$ cat config.mk
export PLATFORM = sky130hd
export DESIGN_NAME = sme_front
export DESIGN_NICKNAME = d
export VERILOG_FILES = /design/src/stack_machine_execute_unit_defines.svh /design/src/sme_pkg.sv /design/src/sme_front.sv
export SDC_FILE = /design/constraint.sdc
export NUM_CORES = 1
export LEC_CHECK = 0
export BUFFER_PORTS_ARGS = -buffer_cell sky130_fd_sc_hd__buf_2
export CAP_MARGIN = 20
export CELL_PAD_IN_SITES_DETAIL_PLACEMENT = 0
export CELL_PAD_IN_SITES_GLOBAL_PLACEMENT = 1
export CORE_ASPECT_RATIO = 0.6
export CORE_UTILIZATION = 44
export CTS_BUF_LIST = sky130_fd_sc_hd__clkbuf_16
export DETAILED_ROUTE_END_ITERATION = 8
export PLACE_DENSITY = 0.8
export SYNTH_ARGS = -nofsm -noshare
export SYNTH_HDL_FRONTEND = slang
export SYNTH_SLANG_ARGS = --single-unit
$ cat constraint.sdc
create_clock -name clk -period 6.7 [get_ports clk]
set_clock_uncertainty 0.05 [all_clocks]
set_input_delay 2.01 -clock clk [delete_from_list [all_inputs] [get_ports clk]]
set_output_delay 2.01 -clock clk [all_outputs]
set_load 0.01 [all_outputs]
$ cat src/stack_machine_execute_unit_defines.svh
// assertion macros for the stack machine execute unit
`ifndef STACK_MACHINE_EXECUTE_UNIT_DEFINES_SVH
`define STACK_MACHINE_EXECUTE_UNIT_DEFINES_SVH
`ifndef ASSERT_OFF
`define SM_ASSERT_IMP(label, clk, rst_n, ante, cons) \
    label: assert property (@(posedge clk) disable iff (!rst_n) (ante) |-> (cons)) \
        else $error("assertion failed");
`define SM_ASSERT_NEXT(label, clk, rst_n, ante, cons) \
    label: assert property (@(posedge clk) disable iff (!rst_n) (ante) |=> (cons)) \
        else $error("assertion failed");
`else
`define SM_ASSERT_IMP(label, clk, rst_n, ante, cons)
`define SM_ASSERT_NEXT(label, clk, rst_n, ante, cons)
`endif
`endif

$ cat src/sme_pkg.sv
package sme_pkg;
    localparam int STACK_DEPTH    = 64;
    localparam int RET_DEPTH      = 16;
    localparam int NUM_REGS       = 4;
    localparam int RAM_WORDS      = 1024;
    localparam int CODE_ADDR_BITS = 12;

    localparam int SP_W   = $clog2(STACK_DEPTH);
    localparam int RP_W   = $clog2(RET_DEPTH);
    localparam int RA_W   = $clog2(RAM_WORDS);
    localparam int RN_W   = (NUM_REGS > 1) ? $clog2(NUM_REGS) : 1;
    localparam int SD_W   = SP_W + 1;
    localparam int RD_W   = RP_W + 1;

    typedef enum logic [4:0] {
        CMD_HALT  = 5'd0,  CMD_PUSH  = 5'd1,  CMD_OUT  = 5'd2,  CMD_ADD  = 5'd3,
        CMD_SUB   = 5'd4,  CMD_MUL   = 5'd5,  CMD_DIV  = 5'd6,  CMD_MOD  = 5'd7,
        CMD_SQRT  = 5'd8,  CMD_IN    = 5'd9,  CMD_POPR = 5'd10, CMD_PUSHR = 5'd11,
        CMD_CALL  = 5'd12, CMD_RET   = 5'd13, CMD_PUSHM = 5'd14, CMD_POPM = 5'd15,
        CMD_JMP   = 5'd16, CMD_JB    = 5'd17, CMD_JBE  = 5'd18, CMD_JA   = 5'd19,
        CMD_JAE   = 5'd20, CMD_JE    = 5'd21, CMD_JNE  = 5'd22
    } cmd_t;

    localparam logic [2:0] ERR_NONE = 3'd0;
    localparam logic [2:0] ERR_UNDER = 3'd1;
    localparam logic [2:0] ERR_OVER = 3'd2;
    localparam logic [2:0] ERR_DIV0 = 3'd3;
    localparam logic [2:0] ERR_RET = 3'd4;
    localparam logic [2:0] ERR_RAM = 3'd5;
    localparam logic [2:0] ERR_SQRT = 3'd6;

    // decoded word handed from front to back
    typedef struct packed {
        logic [4:0]  command;
        logic [31:0] immediate;
        logic [CODE_ADDR_BITS-1:0] target;
        logic [2:0]  reg_number;
        logic [31:0] in_value;
        logic        pops_one;
        logic        pops_two;
        logic        pushes;
        logic        is_iter;
    } dec_t;

    typedef enum logic [3:0] {
        ST_IDLE, ST_RD1, ST_RD2, ST_EXEC, ST_ITER, ST_RAMRD, ST_RAMWAIT, ST_DONE, ST_CLEAR
    } st_t;

    typedef enum logic [1:0] {
        IT_DIV, IT_MOD, IT_SQRT
    } it_t;
endpackage

$ cat src/sme_front.sv
module sme_front import sme_pkg::*; (
    input  logic                      clk,
    input  logic                      rst_n,
    input  logic                      valid,
    output logic                      stall,
    input  logic [4:0]                command,
    input  logic signed [31:0]        immediate,
    input  logic [CODE_ADDR_BITS-1:0] target,
    input  logic [2:0]                reg_number,
    input  logic signed [31:0]        in_value,
    output logic                      q_valid,
    output dec_t                      q_word,
    input  logic                      q_take
);
    // two-entry queue of classified words
    dec_t       q_reg [2];
    logic [1:0] cnt_reg;
    logic       rp_reg;
    logic       wp_reg;
    dec_t       d;
    logic       push;

    always_comb
    begin
        d = '0;
        d.command = command;
        d.immediate = immediate;
        d.target = target;
        d.reg_number = reg_number;
        d.in_value = in_value;
        d.pops_two = (command >= CMD_ADD && command <= CMD_MOD) ||
                     (command >= CMD_JB && command <= CMD_JNE);
        d.pops_one = command == CMD_OUT || command == CMD_SQRT || command == CMD_POPR ||
                     command == CMD_POPM;
        d.pushes = command == CMD_PUSH || command == CMD_IN || command == CMD_PUSHR ||
                   command == CMD_PUSHM;
        d.is_iter = command == CMD_DIV || command == CMD_MOD || command == CMD_SQRT;
    end

    assign stall = cnt_reg == 2'd2;
    assign push = valid && !stall;
    assign q_valid = cnt_reg != 2'd0;
    assign q_word = q_reg[rp_reg];

    always_ff @(posedge clk)
    begin
        if (push)
        begin
            q_reg[wp_reg] <= d;
        end
    end

    always_ff @(posedge clk or negedge rst_n)
    begin
        if (!rst_n)
        begin
            cnt_reg <= '0;
            rp_reg <= 1'b0;
            wp_reg <= 1'b0;
        end
        else
        begin
            if (push)
            begin
                wp_reg <= !wp_reg;
            end
            if (q_take && q_valid)
            begin
                rp_reg <= !rp_reg;
            end
            cnt_reg <= cnt_reg + 2'(push) - 2'(q_take && q_valid);
        end
    end
endmodule

==> flow_summary_export.csv <==
group,metric,value,unit
run_status,status,"complete, no violations",
synth,yosysUniqueCellTypes,25,
layout,mostFrequentLayoutCells,"buf_2 (177), edfxtp_1 (176), mux2_2 (78), clkbuf_16 (17), mux2_4 (10)",
synth,synth_nets,398,
routing,routedWlPerCell,18.0,um
floorplanning,fp.dieH,97.4,um
layout,nets,587,
clock_network,post_cts_resized,0,
placed_design,place_area,7780,sq um
floorplanning,die-area,15700,sq um
global_route,grt_max_degree,53,
setup_path,required,4640,ps
placed_design,dp_slack,2530,ps
global_route,grt_first_pass_wirelength,19600,um
sta,min_period_over_period,68.7,%
layout,fin_util,57.3,%
sta,relSlewSlack,48.6,%
floorplanning,start_util,45.6,%
setup_path,cp_data_arrival_time,2540,ps
layout,fin_cells,707,
global_route,grt_pass1_vias,3647,
clock_network,path_clk_slew,60,ps
global_route,grt_usage,16.9,%
layout,area_delta_synth_final,25.6,%
setup_path,critPathMaxFanout,52,
synth,ys_warn_count,0,
run,drv_cap,0,
routing,wl,12700,um
floorplanning,core,14600,sq um
routing,first_pass_iters,5,
sta,fmax,0.217,GHz
setup_path,start_kind,"flop",
layout,final_common_cell,"buf_2",
placed_design,dpl.hpwl,8310,um
power_and_ir_drop,power_density,439,nW/um^2
placed_design,place_congestion,0.796,
routing,vias,3478,
clock_network,cts_tree,"done",
clock_network,insertion_delay,400,ps
global_route,overflow,0,
synth,synth_top_area_share,79.1,%
synth,yosys_register_bits,180,
sta,fin_ws,2100,ps
clock_network,cts_sinks,180,
power_and_ir_drop,ir_worst_vdd,0.205,mV
clock_network,h-tree-depth,4,
synth,synthCells,308,
placed_design,portBuffers,177,
placed_design,dp_cells,676,
layout,stdcell_area,8390,sq um
clock_network,numCtsBuffers,17,
setup_path,path_class,"flop to primary output",
global_route,antenna_found_initial,1,
routing,first_iter_violations,218,
sta,whs,470,ps
synth,synthTopCellsByArea,"edfxtp_1 (79%), mux2_2 (13%), mux2_4 (2.2%)",
sta,finalSetupTns,0,ps
synth,synth_top_area_cell,"edfxtp_1",
setup_path,end_kind,"primary output",
sta,hold_viol,0,
power_and_ir_drop,p_leak,3.16,nW
clock_network,cts_buffer_depth,2,
layout,drive_gt1_share,59.4,%
synth,ys_seq_area_share,80.6,%
floorplanning,die_w,161,um
sta,period_needed,4600,ps
clock_network,postCtsSetupBuffers,0,
floorplanning,ios,178,
clock_network,clockRootBuffer,"clkbuf_16",
routing,viasPerCell,4.92,
synth,syn-cell-area,6680,sq um
floorplanning,rows,34,
sta,finalSetupViolCount,0,
layout,largest_reg_flops,176,
sta,tightestPinTransition,770,ps
power_and_ir_drop,total_power,3.68,mW
sta,finalMaxSlewViolations,0,
clock_network,hold_buffers,0,
sta,rsz0062_at_grt,"false",
routing,drc,0,
synth,synth_area_per_cell,21.7,sq um
routing,antenna_left,0,
min_path,worstHoldPathType,"flop to flop",
==> layer usage <==
metal  vias up  wire length, um  track usage [%]
li1       1596                -                -
met1      1732             5940             24.3
met2       146             5550             24.2
met3         4             1190             5.89
met4         0               56             4.79
met5         -                0                0
==> power by group <==
part           total, mW  internal [mW]  switching (mW)  leakage, nW
combinational       1.00          0.482           0.522         1.19
sequential          1.67           1.54           0.131         1.68
clock               1.01          0.591           0.414        0.290
total               3.68           2.62            1.07         3.16
==> synthesized netlist by cell type <==
library cell / instances
a211oi_1: 1
a21oi_1: 3
a41o_1: 1
and2_1: 1
and3_1: 1
buf_2: 7
buf_6: 3
clkbuf_1: 1
dfrtp_1: 4
edfxtp_1: 176
ha_1: 2
inv_1: 2
mux2_2: 78
mux2_4: 10
nand2_1: 2
nand2b_1: 2
nand3b_1: 2
nand4_1: 1
nand4b_1: 1
nor2_1: 2
nor3_1: 2
o21ai_0: 1
or2_2: 1
xnor2_1: 3
xor2_1: 1
==> final cells by class <==
cell class	instances	area, sq um
antenna	1	2.50
sequential	180	5390
timing repair buffer	181	916
inverter	2	7.51
clock inverter	13	173
multi-input combinational	115	1220
fill	1161	6250
clock buffer	17	425
tap	198	248
==> worst paths after layout <==
kind	startpoint	end	slack, ps	cells after the start
min reg2reg	cnt_reg[1]	cnt_reg[1]	470	1
min	cnt_reg[1]	cnt_reg[1]	470	1
max in group asynchronous	rst_n	rp_reg	5110	1
min in group asynchronous	rst_n	cnt_reg[0]	1350	1
max	rp_reg	q_word[86]	2100	3
max reg2reg	cnt_reg[1]	q_reg[1][60]	4440	3
==> cell families (layout without fill, tap and decap cells) <==
kind of cell    after synthesis  after routing  synth area share (%)
compound gates                6              6                 0.562
buf+inv                      13            213                  1.20
other cells                   0              1                     0
flops                       180            180                  80.6
mux                          88             88                  15.4
fa+ha+maj                     2              2                 0.375
simple gates                 15             15                  1.29
xor+xnor                      4              4                 0.525
==> worst max-delay path, stage by stage, from the launching register on <==
cell and delay, ps:
dfrtp_4 910, buf_4 580, mux2_2 410, buf_2 140
Note: power is estimated with default switching activity, not from simulation.
